$ cat src/sv/iso_dtc_pkg.sv
// Shared types, state layout and character codes of the ISO 8601 datetime checker.
package iso_dtc_pkg;

    localparam logic [7:0] CH_ZERO  = 8'h30;
    localparam logic [7:0] CH_NINE  = 8'h39;
    localparam logic [7:0] CH_DASH  = 8'h2D;
    localparam logic [7:0] CH_PLUS  = 8'h2B;
    localparam logic [7:0] CH_COLON = 8'h3A;
    localparam logic [7:0] CH_DOT   = 8'h2E;
    localparam logic [7:0] CH_T     = 8'h54;
    localparam logic [7:0] CH_Z     = 8'h5A;

    localparam logic [4:0] POS_MAX  = 5'd31;

    localparam logic [1:0] FORM_NONE     = 2'd0;
    localparam logic [1:0] FORM_BASIC    = 2'd1;
    localparam logic [1:0] FORM_EXTENDED = 2'd2;

    // Step reached in the optional tail; PH_FIXED while in the fixed-length part.
    typedef enum logic [3:0] {
        PH_FIXED    = 4'd0,
        PH_SEC_END  = 4'd1,
        PH_BF1      = 4'd2,
        PH_BF2      = 4'd3,
        PH_BF3      = 4'd4,
        PH_FRAC_END = 4'd5,
        PH_TZ1      = 4'd6,
        PH_TZ2      = 4'd7,
        PH_TZ3      = 4'd8,
        PH_TZ4      = 4'd9,
        PH_TZ5      = 4'd10,
        PH_DONE     = 4'd11,
        PH_MIN_END  = 4'd12,
        PH_ES1      = 4'd13,
        PH_ES2      = 4'd14
    } phase_t;

    // The year is kept as its upper and lower two-digit halves.
    typedef struct packed {
        logic [4:0] pos;
        logic       basic_alive;
        logic       ext_alive;
        phase_t     phase;
        logic [6:0] year_hi;
        logic [6:0] year_lo;
        logic [6:0] month;
        logic [6:0] day;
        logic [6:0] hour;
        logic [6:0] minute;
        logic [6:0] second;
    } dtc_state_t;

    localparam dtc_state_t DTC_RESET = '{
        pos: 5'd0, basic_alive: 1'b1, ext_alive: 1'b1, phase: PH_FIXED,
        year_hi: 7'd0, year_lo: 7'd0, month: 7'd0, day: 7'd0,
        hour: 7'd0, minute: 7'd0, second: 7'd0
    };

    // Verdict of one step, from the step logic to the top level.
    typedef struct packed {
        logic accept;
        logic basic;
    } dtc_verdict_t;

    function automatic logic is_num(input logic [7:0] c);
        return (c >= CH_ZERO) && (c <= CH_NINE);
    endfunction

    // v * 10 + digit, kept to 7 bits
    function automatic logic [6:0] push_digit(input logic [6:0] v, input logic [7:0] c);
        logic [10:0] sum;
        sum = {1'b0, v, 3'b000} + {3'b000, v, 1'b0} + {3'b000, c - CH_ZERO};
        return sum[6:0];
    endfunction

endpackage

$ cat src/sv/iso_dtc_step.sv
// Next-state and verdict logic for one character of the datetime checker.
module iso_dtc_step
    import iso_dtc_pkg::*;
(
    input  dtc_state_t   cur,
    input  logic [7:0]   ch,
    output dtc_state_t   nxt,
    output dtc_verdict_t verdict
);

    logic   dig;
    logic   sign;
    logic   match_b;
    logic   match_e;
    logic   b_ok;
    logic   e_ok;
    logic   ext;
    phase_t tail_nx;
    logic   leap;
    logic [4:0] lim;
    logic   date_ok;
    logic   time_ok;
    logic   end_phase;

    assign dig  = is_num(ch);
    assign sign = (ch == CH_PLUS) || (ch == CH_DASH);
    assign ext  = !cur.basic_alive;

    always_comb begin
        match_b = (cur.pos == 5'd8) ? (ch == CH_T) : dig;
        unique case (cur.pos)
            5'd4, 5'd7: match_e = (ch == CH_DASH);
            5'd10:      match_e = (ch == CH_T);
            5'd13:      match_e = (ch == CH_COLON);
            default:    match_e = dig;
        endcase
    end

    always_comb begin
        tail_nx = PH_FIXED;
        unique case (cur.phase)
            PH_SEC_END, PH_MIN_END, PH_FRAC_END: begin
                priority if (cur.phase == PH_SEC_END && ch == CH_DOT)
                    tail_nx = ext ? PH_FRAC_END : PH_BF1;
                else if (cur.phase == PH_MIN_END && ch == CH_COLON)
                    tail_nx = PH_ES1;
                else if (cur.phase == PH_FRAC_END && dig && ext)
                    tail_nx = PH_FRAC_END;
                else if (ch == CH_Z)
                    tail_nx = PH_DONE;
                else if (sign)
                    tail_nx = PH_TZ1;
                else
                    tail_nx = PH_FIXED;
            end
            PH_BF1:  tail_nx = dig ? PH_BF2 : PH_FIXED;
            PH_BF2:  tail_nx = dig ? PH_BF3 : PH_FIXED;
            PH_BF3:  tail_nx = dig ? PH_FRAC_END : PH_FIXED;
            PH_TZ1:  tail_nx = dig ? PH_TZ2 : PH_FIXED;
            PH_TZ2:  tail_nx = dig ? PH_TZ3 : PH_FIXED;
            PH_TZ3:  tail_nx = (ext ? (ch == CH_COLON) : dig) ? PH_TZ4 : PH_FIXED;
            PH_TZ4:  tail_nx = dig ? (ext ? PH_TZ5 : PH_DONE) : PH_FIXED;
            PH_TZ5:  tail_nx = dig ? PH_DONE : PH_FIXED;
            PH_ES1:  tail_nx = dig ? PH_ES2 : PH_FIXED;
            PH_ES2:  tail_nx = dig ? PH_SEC_END : PH_FIXED;
            default: tail_nx = PH_FIXED;
        endcase
    end

    always_comb begin
        nxt  = cur;
        b_ok = 1'b0;
        e_ok = 1'b0;
        if (cur.basic_alive || cur.ext_alive) begin
            if (cur.phase == PH_FIXED) begin
                b_ok = cur.basic_alive && (cur.pos <= 5'd14) && match_b;
                e_ok = cur.ext_alive && (cur.pos <= 5'd15) && match_e;
                nxt.basic_alive = b_ok;
                nxt.ext_alive   = e_ok;
                if (b_ok || e_ok) begin
                    if (dig) begin
                        priority if (cur.pos < 5'd2) begin
                            nxt.year_hi = push_digit(cur.year_hi, ch);
                        end else if (cur.pos < 5'd4) begin
                            nxt.year_lo = push_digit(cur.year_lo, ch);
                        end else if (b_ok) begin
                            unique case (cur.pos)
                                5'd4, 5'd5:   nxt.month  = push_digit(cur.month, ch);
                                5'd6, 5'd7:   nxt.day    = push_digit(cur.day, ch);
                                5'd9, 5'd10:  nxt.hour   = push_digit(cur.hour, ch);
                                5'd11, 5'd12: nxt.minute = push_digit(cur.minute, ch);
                                5'd13, 5'd14: nxt.second = push_digit(cur.second, ch);
                                default: ;
                            endcase
                        end else begin
                            unique case (cur.pos)
                                5'd5, 5'd6:   nxt.month  = push_digit(cur.month, ch);
                                5'd8, 5'd9:   nxt.day    = push_digit(cur.day, ch);
                                5'd11, 5'd12: nxt.hour   = push_digit(cur.hour, ch);
                                5'd14, 5'd15: nxt.minute = push_digit(cur.minute, ch);
                                default: ;
                            endcase
                        end
                    end
                    if (b_ok && cur.pos == 5'd14) nxt.phase = PH_SEC_END;
                    if (!b_ok && cur.pos == 5'd15) nxt.phase = PH_MIN_END;
                end
            end else begin
                // extended seconds arrive in the tail
                if ((cur.phase == PH_ES1 || cur.phase == PH_ES2) && dig)
                    nxt.second = push_digit(cur.second, ch);
                if (tail_nx == PH_FIXED) begin
                    nxt.basic_alive = 1'b0;
                    nxt.ext_alive   = 1'b0;
                end
                nxt.phase = tail_nx;
            end
        end
        nxt.pos = (cur.pos == POS_MAX) ? cur.pos : cur.pos + 5'd1;
    end

    // Gregorian leap year from the two halves of the year
    assign leap = (nxt.year_lo[1:0] == 2'b00) &&
                  ((nxt.year_lo != 7'd0) || (nxt.year_hi[1:0] == 2'b00));

    always_comb begin
        unique case (nxt.month)
            7'd2:                     lim = leap ? 5'd29 : 5'd28;
            7'd4, 7'd6, 7'd9, 7'd11:  lim = 5'd30;
            default:                  lim = 5'd31;
        endcase
    end

    assign date_ok = (nxt.month >= 7'd1) && (nxt.month <= 7'd12) &&
                     (nxt.day >= 7'd1) && (nxt.day <= {2'b00, lim});
    assign time_ok = (nxt.hour <= 7'd23) && (nxt.minute <= 7'd59) &&
                     (nxt.second <= 7'd59);
    assign end_phase = (nxt.phase == PH_SEC_END) || (nxt.phase == PH_FRAC_END) ||
                       (nxt.phase == PH_DONE) || (nxt.phase == PH_MIN_END);

    assign verdict.accept = (nxt.basic_alive || nxt.ext_alive) && end_phase &&
                            date_ok && time_ok;
    assign verdict.basic  = nxt.basic_alive;

endmodule

$ cat src/sv/iso8601_datetime_checker_core.sv
// ISO 8601 datetime checker: character stream in, one verdict per string out.
//
// Characters enter on the s_ channel, one per item, with s_tlast on the final
// character of a string. The block takes one character per cycle while not
// stalled: each item is held in an input register, the next-state and verdict
// logic runs on it, and the string state is updated at the edge where the item
// leaves that register. The item with s_tlast set raises m_tvalid at that edge
// and returns the string state to its reset value, so the next string may
// follow at once. Input is stalled only while a finished result waits
// unaccepted at m_ and the character in the input register is itself a final
// character.
module iso8601_datetime_checker_core
    import iso_dtc_pkg::*;
(
    input  logic       aclk,
    input  logic       aresetn,
    input  logic       s_tvalid,
    output logic       s_tready,
    input  logic [7:0] s_tdata,   // [7:0] ch
    input  logic       s_tlast,   // last
    output logic       m_tvalid,
    input  logic       m_tready,
    output logic [7:0] m_tdata    // [0] valid_res, [2:1] form, [7:3] zero
);

    logic         in_valid_reg;
    logic [7:0]   in_ch_reg;
    logic         in_last_reg;
    dtc_state_t   state_reg;
    dtc_state_t   step_nxt;
    dtc_verdict_t verdict;
    logic         out_valid_reg;
    logic         out_res_reg;
    logic [1:0]   out_form_reg;
    logic         advance;

    iso_dtc_step u_step (
        .cur     (state_reg),
        .ch      (in_ch_reg),
        .nxt     (step_nxt),
        .verdict (verdict)
    );

    // A non-final item never needs the result register.
    assign advance  = in_valid_reg && (!in_last_reg || !out_valid_reg || m_tready);
    assign s_tready = !in_valid_reg || advance;

    always_ff @(posedge aclk) begin
        if (!aresetn) begin
            in_valid_reg  <= 1'b0;
            out_valid_reg <= 1'b0;
            state_reg     <= DTC_RESET;
        end else begin
            if (s_tready) in_valid_reg <= s_tvalid;
            if (advance) state_reg <= in_last_reg ? DTC_RESET : step_nxt;
            if (advance && in_last_reg) out_valid_reg <= 1'b1;
            else if (m_tready)          out_valid_reg <= 1'b0;
        end
    end

    always_ff @(posedge aclk) begin
        if (s_tready && s_tvalid) begin
            in_ch_reg   <= s_tdata;
            in_last_reg <= s_tlast;
        end
        if (advance && in_last_reg) begin
            out_res_reg  <= verdict.accept;
            out_form_reg <= !verdict.accept ? FORM_NONE :
                            (verdict.basic ? FORM_BASIC : FORM_EXTENDED);
        end
    end

    assign m_tvalid = out_valid_reg;
    assign m_tdata  = {5'b00000, out_form_reg, out_res_reg};

    a_result_from_last: assert property (@(posedge aclk) disable iff (!aresetn)
        $rose(out_valid_reg) |-> $past(in_valid_reg && in_last_reg))
        else $error("result appeared without a final character");

    a_form_matches_res: assert property (@(posedge aclk) disable iff (!aresetn)
        out_valid_reg |-> (out_res_reg == (out_form_reg != FORM_NONE)))
        else $error("form and verdict disagree");

    a_state_cleared: assert property (@(posedge aclk) disable iff (!aresetn)
        (advance && in_last_reg) |=> (state_reg == DTC_RESET))
        else $error("string state not cleared after final character");

    a_stall_cause: assert property (@(posedge aclk) disable iff (!aresetn)
        (in_valid_reg && !advance) |-> (in_last_reg && out_valid_reg && !m_tready))
        else $error("input stalled without a waiting result");

endmodule

$ cat config.mk
export PLATFORM = sky130hd
export DESIGN_NAME = iso8601_datetime_checker_core
export DESIGN_NICKNAME = d
export VERILOG_FILES = /design/src/sv/iso_dtc_pkg.sv /design/src/sv/iso_dtc_step.sv /design/src/sv/iso8601_datetime_checker_core.sv
export SDC_FILE = /design/constraint.sdc
export NUM_CORES = 1
export LEC_CHECK = 0
export BUFFER_PORTS_ARGS = -buffer_cell sky130_fd_sc_hd__clkbuf_2
export CORE_MARGIN = 2
export CORE_UTILIZATION = 60
export CTS_BUF_LIST = sky130_fd_sc_hd__clkbuf_16
export DETAILED_ROUTE_END_ITERATION = 16
export PLACE_DENSITY = 0.8
export SKIP_CTS_REPAIR_TIMING = 1
export SLEW_MARGIN = 25
export SYNTH_ARGS = -nofsm -noshare
export SYNTH_HDL_FRONTEND = slang
export SYNTH_SLANG_ARGS = --single-unit
$ cat constraint.sdc
create_clock -name aclk -period 4.97 [get_ports aclk]
set_input_delay 0 -clock aclk [delete_from_list [all_inputs] [get_ports aclk]]
set_output_delay 0 -clock aclk [all_outputs]
set_load 0.05 [all_outputs]
# Word level (Yosys, flattened, before mapping)
# Index checks and enable logic that the tools add are counted.
[word_totals] regBits=73 word_cells=207
[classes] add_sub_neg=16 magnitude_cmp=13 eq_ne=42 n_mux=53 n_reduce_logical=65
[ops] operator="$add A7 B7 Y7" count=14
[ops] operator="$mux W7" count=14
[ops] operator="$mux W42" count=2
[ops] operator="$mux W60" count=1
[ops] operator="$mux W55" count=1
[ops] operator="$mux W53" count=1
[ops] operator="$mux W49" count=1
[ops] operator="$mux W4" count=11
[ops] operator="$pmux W4 S11" count=1
[ops] operator="$eq A5 B4 Y1 const B" count=8
[ops] operator="$mux W35" count=1
[ops] operator="$eq A4 B4 Y1 const B" count=8
[ops] operator="$eq A8 B6 Y1 const B" count=4
[ops] operator="$mux W28" count=1
[ops] operator="$logic_and A1 B1 Y1" count=24
[ops] operator="$eq A4 B3 Y1 const B" count=5
[ops] operator="$eq A5 B3 Y1 const B" count=4
[ops] operator="$reduce_or A2 Y1" count=9
[ops] operator="$eq A8 B7 Y1 const B" count=2
[ops] operator="$mux W3" count=5
[ops] operator="$eq A7 B3 Y1 const B" count=2
[ops] operator="$eq A7 B4 Y1 const B" count=2
[ops] operator="$ge A7 B1 Y1 const B" count=2
[ops] operator="$le A7 B6 Y1 const B" count=2
[ops] operator="31 further kinds" count=64

# Depth between registers and ports, before layout
# Gate-level depths: netlist (run 1).
[depth] ltp_word=21 ltp_mapped=19 depth_no_buf=19

# Hierarchy
# From an unflattened synthesis (run 1), not the netlist that was laid out.
[unflattened] hier_cells=644 hier_area_um2=6453.7
[modules_own_cells] mod="iso_dtc_step" instances=1 cells_per_inst=471 area_each_um2=4022.6
[modules_own_cells] mod="iso8601_datetime_checker_core" instances=1 cells_per_inst=173 area_each_um2=2431.1

# Worst setup path before layout (run 1)
# OpenSTA, ideal clock, no wires.
[synth_timing] kind="register to register" start="register in_ch_reg[4]" end="register out_res_reg (data pin)" setup_ns=0.167 arrival_ns=3.784 setup_slack_ns=1.018 stages_incl_launch_ff=16 path_buffers=0 period_less_slack_ns=3.952 path_cell_list="edfxtp_1 ha_1 or3b_1 nor2_1 nand3_1 or3_1 nor3_1 a21oi_1 a311o_1 o22ai_1 a21oi_1 ha_1 a21oi_1 a22oi_1 nand3_1 a211oi_1"
[synth_lines] item="start: declaration" line_no="iso8601_datetime_checker_core.sv:27" source="logic [7:0] in_ch_reg;"
[synth_lines] item="start signal: assignment" line_no="iso8601_datetime_checker_core.sv:63" source="in_ch_reg <= s_tdata;"
[synth_lines] item="end signal: assignment" line_no="iso8601_datetime_checker_core.sv:67" source="out_res_reg <= verdict.accept;"
[synth_lines] item="end: declaration" line_no="iso8601_datetime_checker_core.sv:33" source="logic out_res_reg;"

==> results of run 1 <==
layout make-up:
cell class / count / area share
Timing Repair Buffer: 32 / 0.03370
Multi-Input combinational cell: 518 / 0.6180
Clock inverter: 7 / 0.01379
Inverter: 78 / 0.04480
Tap cell: 133 / 0.02546
Sequential cell: 69 / 0.2298
Clock buffer: 9 / 0.03446
critical path: stages, from the launching register on:
cell and delay, ns:
edfxtp_1 0.36, buf_4 0.25, inv_1 0.08, ha_1 0.50, fa_1 0.56, inv_1 0.05, ha_1 0.31, a21oi_1 0.18
xnor2_1 0.13, nor3_1 0.33, nand4_1 0.12, o21ai_0 0.16, ha_1 0.30, a21oi_1 0.13, a21oi_1 0.05, a22oi_1 0.17
nand3_1 0.13, a211oi_1 0.24
layer usage:
layer,global-route usage,vias to the layer above,routed length (um)
met3,0.04699,54,817
met1,0.3710,2574,6496
met4,0.1564,0,759
met2,0.4850,186,7395
met5,0,-,0
li1,-,2469,-
worst paths after layout:
kind / cells past startpoint / end
max: 17 / out_res_reg
min: 3 / in_valid_reg
max reg2reg: 17 / out_res_reg
min reg2reg: 2 / state_reg[10]
placed cells by master (no fill, tap or decap), drive strengths merged, types with 5 or more instances in the layout:
master,Yosys,routed
fa,24,24
nand4,6,6
nand3,21,21
and2,9,9
a22oi,39,39
buf,12,6
a21oi,31,31
o21ai,30,30
a211oi,5,5
nor2,32,32
and3,6,6
or3,6,6
ha,47,47
a21o,13,13
nor4,7,7
edfxtp,12,12
nand2b,5,5
inv,78,78
nor3,21,21
conb,1,5
nand2,34,34
a21boi,7,7
nand3b,5,5
mux2i,10,10
xor2,12,12
xnor2,28,28
clkbuf,25,26
dfxtp,57,57
dlygate4sd3,0,9
nor2b,49,49
power by group through the flow:
stage                     clock network (mW)  logic, mW  registers, mW
final                                  0.685      0.167          0.592
after global routing                   0.714      0.182          0.593
after CTS                              0.690      0.160          0.592
after detailed placement                   0      0.158          0.604
after global placement                     0      0.152          0.603
after floorplan                            0      0.119          0.599
stage by stage:
| stage | cell area [um2] | total power [mW] | std cells |
|---|---|---|---|
| 6_report | 6535 | 1.444 | 846 |
| 5_1_grt | 6535 | 1.489 | 846 |
| 2_1_floorplan | 6005 | 0.7176 | 702 |
| 3_3_place_gp | 6123 | 0.7548 | 821 |
| 3_5_place_dp | 6130 | 0.7620 | 821 |
| 4_1_cts | 6445 | 1.441 | 837 |
logic make-up (layout without fill, tap and decap cells):
group           count (synthesis)  count (layout)  share of synthesized area
compound gates                168             168                     0.2039
simple gates                  224             224                     0.2127
xor+xnor                       40              40                    0.05849
other cells                     1               5                  0.0006261
flops                          69              69                     0.2507
mux                            10              10                    0.01671
buf+inv                       115             126                    0.07855
fa+ha+maj                      71              71                     0.1784
==> out/metrics.cfg, run 1 <==
[run_status]
status=complete, but fails checks
violations=negative hold slack

[layout]
fillCellCount=776
seq_area_um2=1501
multi_input_area_um2=4039
antenna_cells=0
final_util=0.6717
largest_reg_flops=55
area_growth_pct=9.108
drive_gt1_frac=0.07994
nets=792

[detailed_routing]
vias=5283
via_per_inst=6.245
drt_wl_total_um=15470
drt_iter0_drc=348
detail_route.drc_violations=0
ant_nets=0
firstDrtPassIters=5
routedWlPerCell_um=18.28

[power_and_ir_drop]
switching_share=0.2551
ir_drop_mv=0.1918
power_density_nw_per_um2=221.0
power_frac_seq=0.410
clockPowerShare=0.474
p_switching_mw=0.3684
intPower_mw=1.076
comb_power_share=0.116
power.leakage_nw=2.583

[timing]
worst_slack_ns=0.7545
totalNegativeSetupSlack_ns=0
setup_viol=0
hold_slack_ns=-0.03368
clock_skew_ns=0.007011
max_freq_mhz=237.2
finalCriticalPeriod_ns=4.216
maxSlewViolCount=0
worst_slew_pin_slew_ns=0.9832
rsz0062_at_grt=no
post-route-period-util=0.8482
hold_viol_final=1
slew_headroom=0.3395

[synthesis]
synthTopCellsByCount=78 x inv_1, 57 x dfxtp_1, 49 x nor2b_1, 47 x ha_1, 39 x a22oi_1
ys_types=77
synth-edff-count=12
ys_async_sr_fraction=0
yosysMostFrequentCell=inv_1
synth_area_leader_cell=dfxtp_1
synthesis.area_um2=5989
ys_ff_latch=69
netlist_instances=698
synth_top_area_share=0.1905
synth_ff_type=dfxtp_1
yosys_warnings=0
synth_area_leaders=dfxtp_1 19%, ha_1 9.8%, fa_1 8.0%
yosysSeqAreaShare=0.2507
syn_avg_cell_area_um2=8.581

[global_route]
track_usage=0.2941
grt_antenna_before_repair=0
grt_pass1_vias=5267
grt_pass1_wl_um=25510
grt_max_degree=58
grt.overflow.total=0

[floorplan]
core_area_um2=9729
rows=36
start_util=0.6156
die_h_um=103.9
die_area_um2=10800
ios=23
fp.dieW_um=103.9

[hold_path]
hp-class=primary input to flip-flop
hold_start=s_tvalid

[worst_setup_path]
crit_arrival_ns=4.38
cp.required_ns=5.14
crit_fanout=8
r2r-start=in_ch_reg[4]
crit_path_start=in_ch_reg[4]
start_kind=flip-flop
end_kind=flip-flop
rrSetupSlack_ns=0.75
crit_type=flip-flop to flip-flop

[job]
maxCapViolCount=0

[cts]
clock-root-buffer=clkbuf_16
numClockSinks=69
htree_levels=3
cts_tree=yes
clk_pin_slew_worst_paths_ns=0.06
cts_max_path_buffers=2
cts_inserted_buffers=9
clk_latency_ns=0.34

[placement]
gp_congestion=0.9770
place_ws_ns=0.7935
dp_hpwl_um=11330
numPortBuffers=17

Power figures use the tool's default switching activity.
==> run 2: changes to the inputs <==
--- a/config.mk
+++ b/config.mk
@@ -7,10 +7,10 @@
 export LEC_CHECK = 0
 export BUFFER_PORTS_ARGS = -buffer_cell sky130_fd_sc_hd__clkbuf_2
 export CORE_MARGIN = 2
-export CORE_UTILIZATION = 60
+export CORE_UTILIZATION = 57
 export CTS_BUF_LIST = sky130_fd_sc_hd__clkbuf_16
 export DETAILED_ROUTE_END_ITERATION = 16
-export PLACE_DENSITY = 0.8
+export PLACE_DENSITY = 0.79
 export SKIP_CTS_REPAIR_TIMING = 1
 export SLEW_MARGIN = 25
 export SYNTH_ARGS = -nofsm -noshare
==> constraint.sdc (replaced) <==
create_clock -name aclk -period 3.5 [get_ports aclk]
set_input_delay 0 -clock aclk [delete_from_list [all_inputs] [get_ports aclk]]
set_output_delay 0 -clock aclk [all_outputs]
set_load 0.05 [all_outputs]
==> out/metrics.cfg, run 2 (synthesized netlist as in run 1, its figures left out) <==
[run_status]
status=complete, but fails checks  ; unchanged
violations=negative setup slack  ; was negative hold slack

[detailed_routing]
via_per_inst=6.094  ; was 6.245
drt_iter0_drc=467  ; was 348
firstDrtPassIters=6  ; was 5
route.met3.wl_um=1015  ; was 817 um
wl_met2_um=7976  ; was 7395 um
routed.top_layer=met4  ; unchanged
ant_nets=0  ; unchanged
wl_met1_um=7185  ; was 6496 um
drt_wl_total_um=16880  ; was 15470 um
vias=5570  ; was 5283
routedWlPerCell_um=18.47  ; was 18.28 um
detail_route.drc_violations=0  ; unchanged

[cts]
cts_max_path_buffers=2  ; unchanged
numClockSinks=69  ; unchanged
clk_pin_slew_worst_paths_ns=0.06  ; about the same
clk_latency_ns=0.35  ; was 0.34 ns
cts_inserted_buffers=9  ; unchanged
htree_levels=3  ; unchanged
cts_tree=yes  ; unchanged
clock-root-buffer=clkbuf_16  ; unchanged

[timing]
hold_viol_final=0  ; was 1
rsz0062_at_grt=yes  ; was no
maxSlewViolCount=0  ; unchanged
worst_slew_pin_slew_ns=0.9933  ; was 0.9832 ns
finalCriticalPeriod_ns=3.648  ; was 4.216 ns
worst_slack_ns=-0.1477  ; was 0.7545 ns
totalNegativeSetupSlack_ns=-0.4205  ; was 0 ns
setup_viol=3  ; was 0
max_freq_mhz=274.1  ; was 237.2 MHz
post-route-period-util=1.042  ; was 0.8482
slew_headroom=0.3378  ; was 0.3395
clock_skew_ns=0.007013  ; was 0.007011 ns

[layout]
largest_reg_flops=55  ; unchanged
layout_commonest_cell=inv_1  ; unchanged
antenna_cells=0  ; unchanged
fin_area_um2=7387  ; was 6535 um2
nets=857  ; was 792
mostFrequentLayoutCells=72 x inv_1, 68 x buf_4, 56 x dfxtp_1  ; was 78 x inv_1, 57 x dfxtp_1, 49 x nor2b_1
final_util=0.7188  ; was 0.6717
fillCellCount=751  ; was 776
drive_gt1_frac=0.2172  ; was 0.07994
finalNonFillerCells=914  ; was 846
area_growth_pct=23.33  ; was 9.108%

[job]
maxCapViolCount=0  ; unchanged

[global_route]
grt.overflow.total=0  ; unchanged
track_usage=0.2984  ; was 0.2941
grt_pass1_wl_um=26660  ; was 25510 um
grt_antenna_before_repair=0  ; unchanged
grt_max_degree=58  ; unchanged
grt_pass1_vias=5479  ; was 5267

[power_and_ir_drop]
power_density_nw_per_um2=300.6  ; was 221.0 nW/um2
ir_drop_mv=0.2236  ; was 0.1918 mV
power.leakage_nw=2.959  ; was 2.583 nW
power_mw=2.220  ; was 1.444 mW

[worst_setup_path]
path_cells=ha_4 > buf_4 > fa_1 > inv_1 > ha_1 > xnor2_1 > and4_1 > nor3b_1 > o21ai_1 > nor4_4 > buf_4 > nand3_2 > nor3_2  ; was buf_4 > inv_1 > ha_1 > fa_1 > inv_1 > ha_1 > a21oi_1 > xnor2_1 > nor3_1 > nand4_1 > o21ai_0 > ha_1 > a21oi_1 > a21oi_1 > a22oi_1 > nand3_1 > a211oi_1
crit_type=flip-flop to flip-flop  ; unchanged
cp.required_ns=3.69  ; was 5.14 ns
crit_arrival_ns=3.84  ; was 4.38 ns
max_stage_delay_ns=0.50  ; was 0.56 ns
cpMostUsedCell=buf_4
critPathSlowestCell=fa_1  ; unchanged
start_kind=flip-flop  ; unchanged
crit_fanout=4  ; was 8
end_kind=flip-flop  ; unchanged

[floorplan]
core_area_um2=10280  ; was 9729 um2
ios=23  ; unchanged
rows=37  ; was 36
fp.dieW_um=106.5  ; was 103.9 um
die_area_um2=11340  ; was 10800 um2
die_h_um=106.5  ; was 103.9 um
start_util=0.5828  ; was 0.6156

[placement]
gp_congestion=0.9953  ; was 0.9770
place_area_um2=6589  ; was 6130 um2
numPortBuffers=17  ; unchanged
dp_hpwl_um=12050  ; was 11330 um
place_inst=877  ; was 821

[hold_path]
hp-class=primary input to flip-flop  ; unchanged

run 2: cell count changes in the layout (fill, tap and decap cells not counted), sizes merged:
cell / delta
buf: +64
clkbuf: +2
clkinv: -1
clkinvlp: -1
dlygate4sd3: +1
run 2: final timing paths:
check | endpoint | start | depth (start not counted) | slack (ns)
min | m_tvalid | m_tready | 3 | 0.09
max reg2reg | out_form_reg[0] | in_ch_reg[5] | 13 | -0.15
max | out_form_reg[0] | in_ch_reg[5] | 13 | -0.15
min reg2reg | state_reg[10] | state_reg[10] | 2 | 0.51
run 2: layout make-up:
cell class / instances / area (um2) / area share
clock inverters: 5 / 77.57 / 0.01050
clock buffers: 11 / 275.3 / 0.03726
multi-input cells: 518 / 4350 / 0.5889
flip-flops and latches: 69 / 1503 / 0.2034
repair buffers: 97 / 718.2 / 0.09722
inverters: 78 / 292.8 / 0.03963
well taps: 136 / 170.2 / 0.02304
run 2: through the flow:
stage                     setup WS, ns  hold slack [ns]
after floorplan               -0.08679          0.09887
after global placement         0.02586           0.1765
after detailed placement      -0.07309           0.1786
after CTS                      -0.1136          -0.1744
after global routing           -0.2513          0.09310
final                          -0.1477          0.08876
run 2: power breakdown:
group	switching (mW)	leakage [nW]	total, mW	internal (mW)
logic	0.181	2.21	0.313	0.132
clock network	0.369	0.173	1.08	0.708
registers	0.0118	0.576	0.830	0.818
total	0.562	2.96	2.22	1.66
run 2: routing by layer:
layer,up-vias,GRT usage
met5,-,0
met4,0,0.1373
met3,52,0.05579
met2,218,0.4872
met1,2695,0.3831
li1,2605,-
run 2: critical path: cells and delay by family, from the launching register on:
family | cells | cell delay (ns)
AO/OA/AOI/OAI | 1 | 0.22
XOR/XNOR | 1 | 0.17
adder cells (fa/ha/maj) | 3 | 1.15
buffers and inverters | 3 | 0.39
flip-flops | 1 | 0.48
AND/OR/NAND/NOR | 5 | 1.07
